File: src/hw/rtl/cfbq_pkg.sv
// shared types, constants and microcode for the cubic feedback biquad filter
package cfbq_pkg;

  localparam int SAMPLE_WIDTH_DEF = 32;
  localparam int FRAC_BITS_DEF    = 28;
  localparam int NEWTON_STEPS_DEF = 3;

  // internal word and saturation limit (2^62 - 1)
  localparam int IW = 64;
  localparam int AW = 128;
  localparam logic signed [IW-1:0] LIM = 64'sh3fff_ffff_ffff_ffff;

  localparam int PC_W = 5;
  localparam logic [PC_W-1:0] LOOP_PC = 5'd12;
  localparam logic [PC_W-1:0] LAST_PC = 5'd21;

  localparam int NUM_COEF = 6;

  typedef enum logic [2:0] {
    REG_B0   = 3'd0,
    REG_B1   = 3'd1,
    REG_B2   = 3'd2,
    REG_A1   = 3'd3,
    REG_A2   = 3'd4,
    REG_EPS  = 3'd5,
    REG_MASK = 3'd6,
    REG_NONE = 3'd7
  } reg_idx_t;

  typedef enum logic [1:0] {OP_ADD, OP_SUB, OP_MUL, OP_DIV} op_t;

  typedef enum logic [4:0] {
    SRC_ZERO, SRC_ONE, SRC_C0, SRC_C1, SRC_C2, SRC_C3, SRC_C4, SRC_EPS, SRC_X0,
    SRC_P1, SRC_P2, SRC_Q1, SRC_Q2,
    SRC_S, SRC_T, SRC_RHS, SRC_U, SRC_E, SRC_F, SRC_D
  } src_t;

  typedef enum logic [2:0] {DST_S, DST_T, DST_RHS, DST_U, DST_E, DST_F, DST_D} dst_t;

  typedef struct packed {
    op_t  op;
    src_t a;
    src_t b;
    dst_t dst;
  } uop_t;

  typedef enum logic [2:0] {ST_IDLE, ST_ISSUE, ST_MWAIT, ST_DWAIT, ST_FINISH} state_t;

  // biquad target, rhs, then one newton step (repeated from LOOP_PC)
  function automatic uop_t uop_at(input logic [PC_W-1:0] pc);
    uop_t u;
    u = '{OP_ADD, SRC_ZERO, SRC_ZERO, DST_T};
    unique case (pc)
      5'd0:  u = '{OP_MUL, SRC_C0,  SRC_X0,   DST_S};
      5'd1:  u = '{OP_MUL, SRC_C1,  SRC_P1,   DST_T};
      5'd2:  u = '{OP_ADD, SRC_S,   SRC_T,    DST_S};
      5'd3:  u = '{OP_MUL, SRC_C2,  SRC_P2,   DST_T};
      5'd4:  u = '{OP_ADD, SRC_S,   SRC_T,    DST_S};
      5'd5:  u = '{OP_MUL, SRC_C3,  SRC_Q1,   DST_T};
      5'd6:  u = '{OP_SUB, SRC_S,   SRC_T,    DST_S};
      5'd7:  u = '{OP_MUL, SRC_C4,  SRC_Q2,   DST_T};
      5'd8:  u = '{OP_SUB, SRC_S,   SRC_T,    DST_S};
      5'd9:  u = '{OP_ADD, SRC_EPS, SRC_ONE,  DST_T};
      5'd10: u = '{OP_MUL, SRC_T,   SRC_S,    DST_RHS};
      5'd11: u = '{OP_ADD, SRC_S,   SRC_ZERO, DST_U};
      5'd12: u = '{OP_MUL, SRC_U,   SRC_U,    DST_T};
      5'd13: u = '{OP_MUL, SRC_EPS, SRC_T,    DST_E};
      5'd14: u = '{OP_MUL, SRC_E,   SRC_U,    DST_T};
      5'd15: u = '{OP_ADD, SRC_U,   SRC_T,    DST_F};
      5'd16: u = '{OP_SUB, SRC_F,   SRC_RHS,  DST_F};
      5'd17: u = '{OP_ADD, SRC_ONE, SRC_E,    DST_D};
      5'd18: u = '{OP_ADD, SRC_D,   SRC_E,    DST_D};
      5'd19: u = '{OP_ADD, SRC_D,   SRC_E,    DST_D};
      5'd20: u = '{OP_DIV, SRC_F,   SRC_D,    DST_T};
      5'd21: u = '{OP_SUB, SRC_U,   SRC_T,    DST_U};
      default: u = '{OP_ADD, SRC_ZERO, SRC_ZERO, DST_T};
    endcase
    return u;
  endfunction

endpackage

File: src/hw/rtl/cfbq_div.sv
// iterative fixed-point divider: restoring, one quotient bit a cycle, truncate and saturate
module cfbq_div
  import cfbq_pkg::*;
#(
  parameter int FRAC_BITS = FRAC_BITS_DEF
) (
  input  logic                 clk,
  input  logic                 rst_n,
  input  logic                 start,
  input  logic signed [IW-1:0] n,
  input  logic signed [IW-1:0] d,
  output logic                 done,
  output logic signed [IW-1:0] res
);

  logic [63:0]          rem_r;
  logic [AW-1:0]        dv_r;
  logic [63:0]          q_r;
  logic [62:0]          ud_r;
  logic                 neg_r;
  logic [7:0]           cnt_r;
  logic                 ovf_r;
  logic                 run_r;
  logic                 fin_r;
  logic                 done_r;
  logic signed [IW-1:0] res_r;

  logic [IW-1:0] nn, nd;
  logic [64:0]   r2;
  logic          ge;
  logic [64:0]   rsub;
  logic [IW-1:0] qs;

  assign nn   = n[IW-1] ? (~n + 64'd1) : n;
  assign nd   = d[IW-1] ? (~d + 64'd1) : d;
  assign r2   = {rem_r, dv_r[AW-1]};
  assign ge   = r2 >= {2'b00, ud_r};
  assign rsub = r2 - {2'b00, ud_r};
  assign qs   = (ovf_r || q_r[63] || q_r[62]) ? LIM : q_r;

  always_ff @(posedge clk) begin
    if (!rst_n) begin
      run_r  <= 1'b0;
      fin_r  <= 1'b0;
      done_r <= 1'b0;
      cnt_r  <= '0;
    end else begin
      done_r <= 1'b0;
      fin_r  <= 1'b0;
      if (start) begin
        if (d == '0) begin
          // zero denominator leaves u unchanged: subtract nothing
          res_r  <= '0;
          done_r <= 1'b1;
        end else begin
          ud_r  <= nd[62:0];
          neg_r <= n[IW-1] ^ d[IW-1];
          dv_r  <= {64'd0, nn} << FRAC_BITS;
          rem_r <= '0;
          q_r   <= '0;
          ovf_r <= 1'b0;
          cnt_r <= 8'd128;
          run_r <= 1'b1;
        end
      end else if (run_r) begin
        rem_r <= ge ? rsub[63:0] : r2[63:0];
        dv_r  <= dv_r << 1;
        q_r   <= {q_r[62:0], ge};
        if (ge && cnt_r >= 8'd64) begin
          ovf_r <= 1'b1;
        end
        cnt_r <= cnt_r - 8'd1;
        if (cnt_r == 8'd1) begin
          run_r <= 1'b0;
          fin_r <= 1'b1;
        end
      end else if (fin_r) begin
        res_r  <= neg_r ? -$signed(qs) : $signed(qs);
        done_r <= 1'b1;
      end
    end
  end

  assign done = done_r;
  assign res  = res_r;

endmodule

File: config.mk
export PLATFORM = sky130hd
export DESIGN_NAME = cfbq_div
export DESIGN_NICKNAME = d
export VERILOG_FILES = /design/src/hw/rtl/cfbq_pkg.sv /design/src/hw/rtl/cfbq_div.sv
export SDC_FILE = /design/constraint.sdc
export NUM_CORES = 1
export LEC_CHECK = 0
export ABC_AREA = 0
export BUFFER_PORTS_ARGS = -buffer_cell sky130_fd_sc_hd__buf_2
export CAP_MARGIN = 20
export CORE_MARGIN = 5
export CORE_UTILIZATION = 40
export CTS_BUF_LIST = sky130_fd_sc_hd__clkbuf_4
export CTS_CLUSTER_DIAMETER = 50
export DETAILED_ROUTE_END_ITERATION = 12
export HOLD_SLACK_MARGIN = 0.08
export PLACE_DENSITY = 0.63
export SLEW_MARGIN = 20
export SYNTH_ARGS = -nofsm -noshare
export SYNTH_HDL_FRONTEND = slang
export SYNTH_SLANG_ARGS = --single-unit
File: constraint.sdc
create_clock -name clk -period 40.5 [get_ports clk]
set_clock_uncertainty 0.1 [all_clocks]
set_input_delay 6.075 -clock clk [delete_from_list [all_inputs] [get_ports clk]]
set_output_delay 6.075 -clock clk [all_outputs]
set_load 0.05 [all_outputs]
==> results_dict.tcl <==
set metrics [dict create \
    clkTransAtPathRegs_ns 0.07 \
    fp.dieH_um 246 \
    num_vias 17900 \
    placed_cells 3128 \
    r2r_end "rem_r[58]$_SDFFCE_PP0P_" \
    syn_area_per_cell_um2 9.71 \
    ys_ff_latch 368 \
    grt_pass1_wl_um 88200 \
    vdd_drop_max_mv 0.0227 \
    holdCritPathClass "register to register" \
    hold_end "run_r$_SDFFE_PN0P_" \
    drtAntennaViolNets 0 \
    cap_viol_max_count 0 \
    insertion_delay_ns 0.85 \
    yosysWarnings 0 \
    antenna_found_initial 7 \
    synth_enable_flop_cells 357 \
    fin_crit_ns 9.64 \
    die_area_um2 60400 \
    cts-resized-gates 0 \
    cts_root_buf "clkbuf_4" \
    grt_overflow 0 \
    whs_ns 0.381 \
    netlist_top_cells_area "edfxtp_1, xnor2_1, nor2_1" \
    syn_area_um2 22200 \
    path_buf_inv 2 \
    drt_iter0_drc 1381 \
    cp_data_required_time_ns 40.82 \
    slew_violations 0 \
    rows 86 \
    p_comb_frac 0.215 \
    routedWlPerCell_um 16.6 \
    cts_tree "done" \
    cts_setup_buffers 0 \
    endpoint_kind "register" \
    rr_worst_depth 11 \
    startpoint_type "primary input" \
    slew_headroom 0.283 \
    total_power_mw 1.02 \
    cp_cell_sequence "buf_2 > or3_1 > or3_1 > nor3_1 > nand3_1 > nor3_1 > nand2_1 > o31ai_4 > nand2_1 > nor2_4 > buf_4" \
    final_cell_mix "edfxtp_1, nor2_1, nand2_1" \
    finalHoldViolCount 0 \
    synth.distinct_cells 68 \
    final_common_cell "edfxtp_1" \
    power_density_nw_per_um2 40.6 \
    p_sw_frac 0.301 \
    p_switching_uw 308 \
    initial_core_util 0.403 \
    synth_top_cell_by_area "edfxtp_1" \
    fin_crit_sh 0.238 \
    critPathKind "primary input to register" \
    synth_ff_type "edfxtp_1" \
    timing.fmax_mhz 104 \
    rsz0062_at_grt "no" \
    seqPwrFrac 0.454 \
    routed_wl_um 54900 \
    die_x_um 246 \
    ios 196 \
    min_delay_path_depth 2 \
    fin_util 0.457 \
    dp_hpwl_um 38700 \
    final_cells 3315 \
    postPlaceCellArea_um2 23900 \
    p_int_uw 713 \
    synth_top_area_frac 0.482 \
    critPathSlowestCell "buf_4" \
    cts_sinks 368 \
    gp_congestion 0.913 \
    first_pass_iters 5 \
    reg2reg_setup_slack_ns 35.94 \
    grt_pass1_vias 17100 \
    area_growth_pct 13.3 \
    grt_max_degree 169 \
    critical_path.max_stage_delay_ns 0.62 \
    cts_buffer_depth 3 \
    status "finished clean" \
    cts_hold_buf 0 \
    drive_gt1_frac 0.162 \
    hp-start "run_r$_SDFFE_PN0P_" \
    ys_seq_area_frac 0.492 \
    pre_cts_slack_ns 30.01 \
    portBuffers 195 \
    finalSetupTns_ns 0 \
    drc 0 \
    htree_levels 3 \
    worstPathArrival_ns 9.97 \
    p_leak_nw 9.36 \
    final_nets 2683 \
    cts-buffers-inserted 101 \
    setup_viol 0 \
    worstMarginPinSlew_ns 1.08 \
    coreArea_um2 55100 \
    r2r_start "rem_r[9]$_SDFFCE_PP0P_" \
    ys_async_sr_fraction 0 \
    synthCells 2288 \
    crit_family "simple AND/OR/NAND/NOR gates" \
    grt_util_all_layers 0.176 \
    syn_nets 2488 \
    crit_fanout 64 \
    fin_area_um2 25200 \
    vias_per_cell 5.41 \
    pwr-share-clk 0.330 \
    setup_ws_ns 30.86 \
]
==> tightest hold or removal path: cells and delay by family, from the launching register on <==
family | cells | cell delay (ns)
flip-flops | 1 | 0.31
AO/OA/AOI/OAI | 1 | 0.06
buffers and inverters | 1 | 0.07
==> synth_stat cells, drive strengths merged, types with 11 or more instances <==
library cell	instances
buf	16
nand2	224
a21oi	187
o31ai	51
a221oi	11
o21bai	11
xor2	86
or2	18
nand4	37
ha	68
o21a	11
or4	25
a21o	31
o21ai	112
dfxtp	11
inv	90
o41ai	19
or3	48
nor3	54
nand3	35
nor2	262
a31oi	15
a211oi	32
nor4	21
edfxtp	357
xnor2	128
nor2b	111
nand2b	26
clkbuf	102
==> cells by family after synthesis <==
group | synth area share
adder cells (fa/ha/maj) | 0.0392
buffers and inverters | 0.0355
multiplexers | 0.00343
AO/OA/AOI/OAI | 0.151
AND/OR/NAND/NOR | 0.194
XOR/XNOR | 0.0843
flip-flops | 0.492
==> power by group through the flow <==
stage,clock network (mW),logic (mW),registers [mW]
global route,0.372,0.244,0.466
finish,0.337,0.220,0.464
global placement,0,0.215,0.471
floorplan,0,0.156,0.480
detailed placement,0,0.218,0.472
CTS,0.352,0.219,0.464
==> state kept, by name, summed over array words and instances (netlist names), 8 cells and up <==
signal and flops:
cnt_r 8, q_r 64, res 64, dv_r 100
ud_r 63, rem_r 64
==> how the worst max path moves through the flow <==
stage | start | to | slack, ns | cells past startpoint
after floorplan | d[0] | ovf_r$_DFFE_PP_ | 21.57 | 11
final | d[23] | res[60]$_SDFFCE_PP0P_ | 30.86 | 11
after global placement | d[23] | res[24]$_SDFFCE_PP0P_ | 30.10 | 11
after CTS | d[23] | res[27]$_SDFFCE_PP0P_ | 30.90 | 11
after global routing | d[23] | res[17]$_SDFFCE_PP0P_ | 30.67 | 11
after detailed placement | d[23] | res[25]$_SDFFCE_PP0P_ | 30.01 | 11
==> layer usage <==
layer	vias up	GRT usage	part of all wire
met1	8496	0.247	0.46
met3	101	0.0377	0.060
met4	6	0.0587	0.026
met5	-	0	0.00075
met2	584	0.272	0.45
li1	8737	-	-
==> cell type report <==
cell class	count	area, um^2
diodes	6	15.0
clock buffers	153	1150
clock inverters	28	160
fillers	5395	29900
inverters	92	345
multi-input cells	1710	10500
flip-flops and latches	368	10900
well taps	748	936
repair buffers	210	1110
Power figures use the tool's default switching activity.
