### config.mk
export PLATFORM = sky130hd
export DESIGN_NAME = cfbq_mul
export DESIGN_NICKNAME = d
export VERILOG_FILES = /design/src/hw/rtl/cfbq_pkg.sv /design/src/hw/rtl/cfbq_mul.sv
export SDC_FILE = /design/constraint.sdc
export NUM_CORES = 2
export LEC_CHECK = 0
export ABC_AREA = 0
export ABC_CLOCK_PERIOD_IN_PS = 8300
export BUFFER_PORTS_ARGS = -buffer_cell sky130_fd_sc_hd__buf_2
export CORE_UTILIZATION = 59
export CTS_CLUSTER_SIZE = 20
export DETAILED_ROUTE_END_ITERATION = 8
export HOLD_SLACK_MARGIN = 0.03
export PLACE_DENSITY = 0.86
export SYNTH_ARGS = -nofsm -noshare
export SYNTH_HDL_FRONTEND = slang
export SYNTH_SLANG_ARGS = --single-unit
export TNS_END_PERCENT = 5
### constraint.sdc
create_clock -name clk -period 8.3 [get_ports clk]
set_input_delay 1.66 -clock clk [delete_from_list [all_inputs] [get_ports clk]]
set_output_delay 1.66 -clock clk [all_outputs]
set_load 0.01 [all_outputs]
### src/hw/rtl/cfbq_pkg.sv
// shared types, constants and microcode for the cubic feedback biquad filter
package cfbq_pkg;

  localparam int SAMPLE_WIDTH_DEF = 32;
  localparam int FRAC_BITS_DEF    = 28;
  localparam int NEWTON_STEPS_DEF = 3;

  // internal word and saturation limit (2^62 - 1)
  localparam int IW = 64;
  localparam int AW = 128;
  localparam logic signed [IW-1:0] LIM = 64'sh3fff_ffff_ffff_ffff;

  localparam int PC_W = 5;
  localparam logic [PC_W-1:0] LOOP_PC = 5'd12;
  localparam logic [PC_W-1:0] LAST_PC = 5'd21;

  localparam int NUM_COEF = 6;

  typedef enum logic [2:0] {
    REG_B0   = 3'd0,
    REG_B1   = 3'd1,
    REG_B2   = 3'd2,
    REG_A1   = 3'd3,
    REG_A2   = 3'd4,
    REG_EPS  = 3'd5,
    REG_MASK = 3'd6,
    REG_NONE = 3'd7
  } reg_idx_t;

  typedef enum logic [1:0] {OP_ADD, OP_SUB, OP_MUL, OP_DIV} op_t;

  typedef enum logic [4:0] {
    SRC_ZERO, SRC_ONE, SRC_C0, SRC_C1, SRC_C2, SRC_C3, SRC_C4, SRC_EPS, SRC_X0,
    SRC_P1, SRC_P2, SRC_Q1, SRC_Q2,
    SRC_S, SRC_T, SRC_RHS, SRC_U, SRC_E, SRC_F, SRC_D
  } src_t;

  typedef enum logic [2:0] {DST_S, DST_T, DST_RHS, DST_U, DST_E, DST_F, DST_D} dst_t;

  typedef struct packed {
    op_t  op;
    src_t a;
    src_t b;
    dst_t dst;
  } uop_t;

  typedef enum logic [2:0] {ST_IDLE, ST_ISSUE, ST_MWAIT, ST_DWAIT, ST_FINISH} state_t;

  // biquad target, rhs, then one newton step (repeated from LOOP_PC)
  function automatic uop_t uop_at(input logic [PC_W-1:0] pc);
    uop_t u;
    u = '{OP_ADD, SRC_ZERO, SRC_ZERO, DST_T};
    unique case (pc)
      5'd0:  u = '{OP_MUL, SRC_C0,  SRC_X0,   DST_S};
      5'd1:  u = '{OP_MUL, SRC_C1,  SRC_P1,   DST_T};
      5'd2:  u = '{OP_ADD, SRC_S,   SRC_T,    DST_S};
      5'd3:  u = '{OP_MUL, SRC_C2,  SRC_P2,   DST_T};
      5'd4:  u = '{OP_ADD, SRC_S,   SRC_T,    DST_S};
      5'd5:  u = '{OP_MUL, SRC_C3,  SRC_Q1,   DST_T};
      5'd6:  u = '{OP_SUB, SRC_S,   SRC_T,    DST_S};
      5'd7:  u = '{OP_MUL, SRC_C4,  SRC_Q2,   DST_T};
      5'd8:  u = '{OP_SUB, SRC_S,   SRC_T,    DST_S};
      5'd9:  u = '{OP_ADD, SRC_EPS, SRC_ONE,  DST_T};
      5'd10: u = '{OP_MUL, SRC_T,   SRC_S,    DST_RHS};
      5'd11: u = '{OP_ADD, SRC_S,   SRC_ZERO, DST_U};
      5'd12: u = '{OP_MUL, SRC_U,   SRC_U,    DST_T};
      5'd13: u = '{OP_MUL, SRC_EPS, SRC_T,    DST_E};
      5'd14: u = '{OP_MUL, SRC_E,   SRC_U,    DST_T};
      5'd15: u = '{OP_ADD, SRC_U,   SRC_T,    DST_F};
      5'd16: u = '{OP_SUB, SRC_F,   SRC_RHS,  DST_F};
      5'd17: u = '{OP_ADD, SRC_ONE, SRC_E,    DST_D};
      5'd18: u = '{OP_ADD, SRC_D,   SRC_E,    DST_D};
      5'd19: u = '{OP_ADD, SRC_D,   SRC_E,    DST_D};
      5'd20: u = '{OP_DIV, SRC_F,   SRC_D,    DST_T};
      5'd21: u = '{OP_SUB, SRC_U,   SRC_T,    DST_U};
      default: u = '{OP_ADD, SRC_ZERO, SRC_ZERO, DST_T};
    endcase
    return u;
  endfunction

endpackage

### src/hw/rtl/cfbq_mul.sv
// iterative fixed-point multiplier: four 32x32 partial products, floor shift, saturate
module cfbq_mul
  import cfbq_pkg::*;
#(
  parameter int FRAC_BITS = FRAC_BITS_DEF
) (
  input  logic                 clk,
  input  logic                 rst_n,
  input  logic                 start,
  input  logic signed [IW-1:0] a,
  input  logic signed [IW-1:0] b,
  output logic                 done,
  output logic signed [IW-1:0] res
);

  localparam logic [AW-1:0] FMASK = (128'd1 << FRAC_BITS) - 128'd1;

  logic [62:0]          ua_r, ub_r;
  logic                 neg_r;
  logic [2:0]           cnt_r;
  logic                 run_r;
  logic [63:0]          pp_r;
  logic [1:0]           psh_r;
  logic                 pv_r;
  logic [AW-1:0]        acc_r;
  logic                 done_r;
  logic signed [IW-1:0] res_r;

  logic [IW-1:0]        na, nb;
  logic [31:0]          pa, pb;
  logic [AW-1:0]        qf;
  logic                 ovf, rem_nz;
  logic [62:0]          q1;
  logic signed [IW-1:0] fin;

  assign na = a[IW-1] ? (~a + 64'd1) : a;
  assign nb = b[IW-1] ? (~b + 64'd1) : b;
  assign pa = cnt_r[0] ? {1'b0, ua_r[62:32]} : ua_r[31:0];
  assign pb = cnt_r[1] ? {1'b0, ub_r[62:32]} : ub_r[31:0];

  always_comb begin
    qf     = acc_r >> FRAC_BITS;
    ovf    = |qf[AW-1:62];
    rem_nz = |(acc_r & FMASK);
    q1     = {1'b0, qf[61:0]} + {62'd0, rem_nz};
    if (ovf) begin
      fin = neg_r ? -LIM : LIM;
    end else if (neg_r) begin
      fin = q1[62] ? -LIM : -$signed({1'b0, q1});
    end else begin
      fin = $signed({2'b00, qf[61:0]});
    end
  end

  always_ff @(posedge clk) begin
    if (!rst_n) begin
      run_r  <= 1'b0;
      done_r <= 1'b0;
      pv_r   <= 1'b0;
      cnt_r  <= '0;
    end else begin
      done_r <= 1'b0;
      if (start) begin
        ua_r  <= na[62:0];
        ub_r  <= nb[62:0];
        neg_r <= a[IW-1] ^ b[IW-1];
        acc_r <= '0;
        cnt_r <= '0;
        pv_r  <= 1'b0;
        run_r <= 1'b1;
      end else if (run_r) begin
        if (cnt_r < 3'd4) begin
          pp_r  <= pa * pb;
          psh_r <= {1'b0, cnt_r[0]} + {1'b0, cnt_r[1]};
          pv_r  <= 1'b1;
        end else begin
          pv_r <= 1'b0;
        end
        if (pv_r) begin
          acc_r <= acc_r + ({64'd0, pp_r} << {psh_r, 5'd0});
        end
        if (cnt_r == 3'd5) begin
          res_r  <= fin;
          done_r <= 1'b1;
          run_r  <= 1'b0;
        end
        cnt_r <= cnt_r + 3'd1;
      end
    end
  end

  assign done = done_r;
  assign res  = res_r;

endmodule

==> flow_metrics.env <==
export IMPL_place_area_mm2=0.0677
export IMPL_crit_path_start_kind="register"
export IMPL_synth_top_area_share_pct=29.3
export IMPL_drv_cap=0
export IMPL_postLayoutCellArea_mm2=0.0700
export IMPL_post_synth_cell_types=86
export IMPL_cts_made_buffers=45
export IMPL_worstSkewPairLatency_ns=0.68
export IMPL_synth_area_leaders="sky130_fd_sc_hd__fa_1 29%, sky130_fd_sc_hd__edfxtp_1 19%, sky130_fd_sc_hd__ha_1 8.1%"
export IMPL_yosysTopAreaCell="sky130_fd_sc_hd__fa_1"
export IMPL_grt_overflow_total=0
export IMPL_setup_viol_count_final=11
export IMPL_grt_first_pass_wirelength_mm=330
export IMPL_initial_antenna_violation_count=5
export IMPL_grt_max_degree=81
export IMPL_core_area_mm2=0.102
export IMPL_min_period_ns=8.49
export IMPL_final_layout_size_suffix_gt1_share_pct=14.7
export IMPL_async_flop_share_pct=0
export IMPL_cts_hold_repair_buffers=0
export IMPL_num_nets_final=8789
export IMPL_clock_tree_buffer_depth=3
export IMPL_syn2layout_area_growth_pct=14.3
export IMPL_period_utilization_pct=102
export IMPL_grt_setup_unrepaired="true"
export IMPL_dp_final_hpwl_mm=182
export IMPL_route_vias_total=54569
export IMPL_grt_pass1_vias=54397
export IMPL_crit_slowest_cell="sky130_fd_sc_hd__fa_1"
export IMPL_viasPerCell=6.22
export IMPL_ctsRootBufferMaster="sky130_fd_sc_hd__clkbuf_16"
export IMPL_synthFlopType="sky130_fd_sc_hd__edfxtp_1"
export IMPL_h_tree_depth=2
export IMPL_synthesis_stage_register_bit_count=391
export IMPL_dieArea_mm2=0.105
export IMPL_worst_pin_slew_ns=1.27
export IMPL_failed_checks="negative setup slack"
export IMPL_slew_limit_headroom_pct=15.1
export IMPL_wl_per_cell_um=25.4
export IMPL_fin_ws_ns=-0.191
export IMPL_report_final_hold_viol_count=0
export IMPL_place_port_buffers=195
export IMPL_hold_path_class="reg -> reg"
export IMPL_placement_rows=117
export IMPL_antenna_violating_nets_post_route=0
export IMPL_die_width_um=324
export IMPL_timing_critical_path_arrival_ns=8.90
export IMPL_worstPathBufferInverterCount=11
export IMPL_final_max_slew_violation_count=0
export IMPL_cp_required_ns=8.71
export IMPL_die_height_um=324
export IMPL_synthesis_nets=8300
export IMPL_effective_utilization_at_floorplan_pct=59.9
export IMPL_critical_path_top_delay_family="adder cells"
export IMPL_synth_area_per_cell_um2=8.91
export IMPL_path_max_fanout=7
export IMPL_clk_pin_slew_ns=0.09
export IMPL_run_status="finished with violations"
export IMPL_drt_iter0_markers=6003
export IMPL_yosysSeqAreaShare_pct=19.1
export IMPL_clk_skew_ns=0.0514
export IMPL_crit_end_element="register"
export IMPL_drtPass1Iterations=6
export IMPL_cts_sinks=391
export IMPL_pin_count=196
export IMPL_grt_total_usage_pct=42.6
export IMPL_wl_mm=222
export IMPL_maxClockFrequency_ghz=0.118
export IMPL_worstSetupPathType="reg -> reg"
export IMPL_synth_edf_count=385
export IMPL_synthesis_yosys_warnings=0
export IMPL_syn_inst=6875
export IMPL_drcViolationCount=0
export IMPL_tritoncts="yes"
export IMPL_syn_area_mm2=0.0612
export IMPL_placer_congestion_estimate=1.06
export IMPL_max_stage_delay_ns=0.58
==> state kept, by name (all words and copies together), names as in the netlist <==
name	flops
neg_r	1
done	1
cnt_r	3
ua_r	63
ub_r	63
psh_r	2
pv_r	1
pp_r	64
run_r	1
res	64
acc_r	128
==> per-layer routing <==
layer | track usage [%] | part of all wire [%]
met1 | 51.5 | 35
met2 | 66.3 | 44
met3 | 12.0 | 12
met4 | 29.1 | 8.5
met5 | 0 | 0.031
==> repair_timing <==
action / CTS / global route
cloned: 3 / 0
gates resized for setup: 110 / 32
setup buffers: 20 / 1
pin swaps: 17 / 13
setup endpoints to repair: 22 / 24
==> stage by stage <==
stage	hold WS [ns]	worst slack, ns	instances	setup TNS, ns	util (%)
detailed placement	0.487	-0.533	8661	-6.32	66.2
global placement	0.483	-0.469	8661	-4.61	66.2
global route	0.558	-0.420	8767	-4.70	68.4
finish	0.497	-0.191	8772	-0.959	68.4
CTS	0.496	-0.0629	8766	-0.235	68.3
floorplan	0.472	-0.114	6875	-0.131	-
==> cells by family after synthesis <==
kind of cell / synth area share [%]
flops: 19.1
mux: 2.92
fa+ha+maj: 37.4
xor+xnor: 5.39
compound gates: 10.4
simple gates: 16.7
buf+inv: 8.09
==> cell type report <==
cell class / instances / area, um^2
Multi-Input combinational cell: 5166 / 45400
Fill cell: 7945 / 32300
Sequential cell: 391 / 11700
Timing Repair Buffer: 789 / 6190
Inverter: 971 / 3640
Tap cell: 1368 / 1710
Clock buffer: 56 / 1180
Clock inverter: 26 / 254
Antenna cell: 5 / 12.5
==> worst reg2reg max path, delay by kind of cell (launching register included) <==
| kind | cells | cell delay, ns |
|---|---|---|
| xor+xnor | 1 | 0.12 |
| mux | 1 | 0.28 |
| buf+inv | 11 | 1.57 |
| flops | 1 | 0.38 |
| compound gates | 8 | 1.29 |
| fa+ha+maj | 9 | 4.27 |
| simple gates | 2 | 0.28 |
==> synthesized netlist by cell type, types with 8 or more instances <==
master	number
sky130_fd_sc_hd__nor4_1	44
sky130_fd_sc_hd__or4_1	23
sky130_fd_sc_hd__and3_1	27
sky130_fd_sc_hd__and2_1	54
sky130_fd_sc_hd__nor2b_1	60
sky130_fd_sc_hd__o22ai_1	25
sky130_fd_sc_hd__nor3b_1	8
sky130_fd_sc_hd__mux2i_1	101
sky130_fd_sc_hd__nor2_1	963
sky130_fd_sc_hd__mux2_2	69
sky130_fd_sc_hd__o21a_1	26
sky130_fd_sc_hd__nand2b_1	16
sky130_fd_sc_hd__o41ai_1	20
sky130_fd_sc_hd__or2_2	22
sky130_fd_sc_hd__clkbuf_1	328
sky130_fd_sc_hd__a31o_2	9
sky130_fd_sc_hd__o21bai_1	65
sky130_fd_sc_hd__fa_1	897
sky130_fd_sc_hd__nand4_1	115
sky130_fd_sc_hd__a31oi_1	41
sky130_fd_sc_hd__nor3_1	106
sky130_fd_sc_hd__xnor2_1	278
sky130_fd_sc_hd__a21o_1	76
sky130_fd_sc_hd__nand3_1	90
sky130_fd_sc_hd__a211oi_1	17
sky130_fd_sc_hd__o31ai_1	57
sky130_fd_sc_hd__edfxtp_1	385
sky130_fd_sc_hd__o211ai_1	19
sky130_fd_sc_hd__buf_1	15
sky130_fd_sc_hd__ha_1	397
sky130_fd_sc_hd__a211o_1	8
sky130_fd_sc_hd__or3_1	37
sky130_fd_sc_hd__inv_1	970
sky130_fd_sc_hd__o21ai_0	226
sky130_fd_sc_hd__and4_1	19
sky130_fd_sc_hd__a21boi_0	15
sky130_fd_sc_hd__a21oi_1	313
sky130_fd_sc_hd__xor2_1	99
sky130_fd_sc_hd__a22o_1	32
sky130_fd_sc_hd__nand2_1	704
==> path summary, 6_finish.rpt <==
| path | start | to | slack, ns | depth (start not counted) |
|---|---|---|---|---|
| max | cnt_r[0] | pp_r[56] | -0.19 | 32 |
| min | pv_r | pv_r | 0.50 | 2 |
| max reg2reg | cnt_r[0] | pp_r[56] | -0.19 | 32 |
| min reg2reg | pv_r | pv_r | 0.50 | 2 |
==> placed cells by master, fill, tap and decap left out, types with 26 or more instances in the layout <==
cell	netlist	final
sky130_fd_sc_hd__inv_1	970	970
sky130_fd_sc_hd__nor2_1	963	960
sky130_fd_sc_hd__fa_1	897	887
sky130_fd_sc_hd__nand2_1	704	702
sky130_fd_sc_hd__buf_4	0	520
sky130_fd_sc_hd__ha_1	397	393
sky130_fd_sc_hd__edfxtp_1	385	385
sky130_fd_sc_hd__a21oi_1	313	304
sky130_fd_sc_hd__xnor2_1	278	276
sky130_fd_sc_hd__o21ai_0	226	215
sky130_fd_sc_hd__buf_2	3	194
sky130_fd_sc_hd__nand4_1	115	115
sky130_fd_sc_hd__nor3_1	106	104
sky130_fd_sc_hd__xor2_1	99	98
sky130_fd_sc_hd__nand3_1	90	87
sky130_fd_sc_hd__a21o_1	76	76
sky130_fd_sc_hd__o21bai_1	65	65
sky130_fd_sc_hd__nor2b_1	60	57
sky130_fd_sc_hd__mux2i_1	101	55
sky130_fd_sc_hd__mux2_2	69	55
sky130_fd_sc_hd__o31ai_1	57	54
sky130_fd_sc_hd__and2_1	54	52
sky130_fd_sc_hd__buf_12	0	49
sky130_fd_sc_hd__clkbuf_16	0	45
sky130_fd_sc_hd__nor4_1	44	42
sky130_fd_sc_hd__or3_1	37	37
sky130_fd_sc_hd__mux2i_2	0	33
sky130_fd_sc_hd__a31oi_1	41	33
sky130_fd_sc_hd__a22o_1	32	32
sky130_fd_sc_hd__and3_1	27	27
sky130_fd_sc_hd__o21a_1	26	26
Power is not shown: default switching activity piles up to over one toggle a cycle in this logic, so the estimate is an artifact.
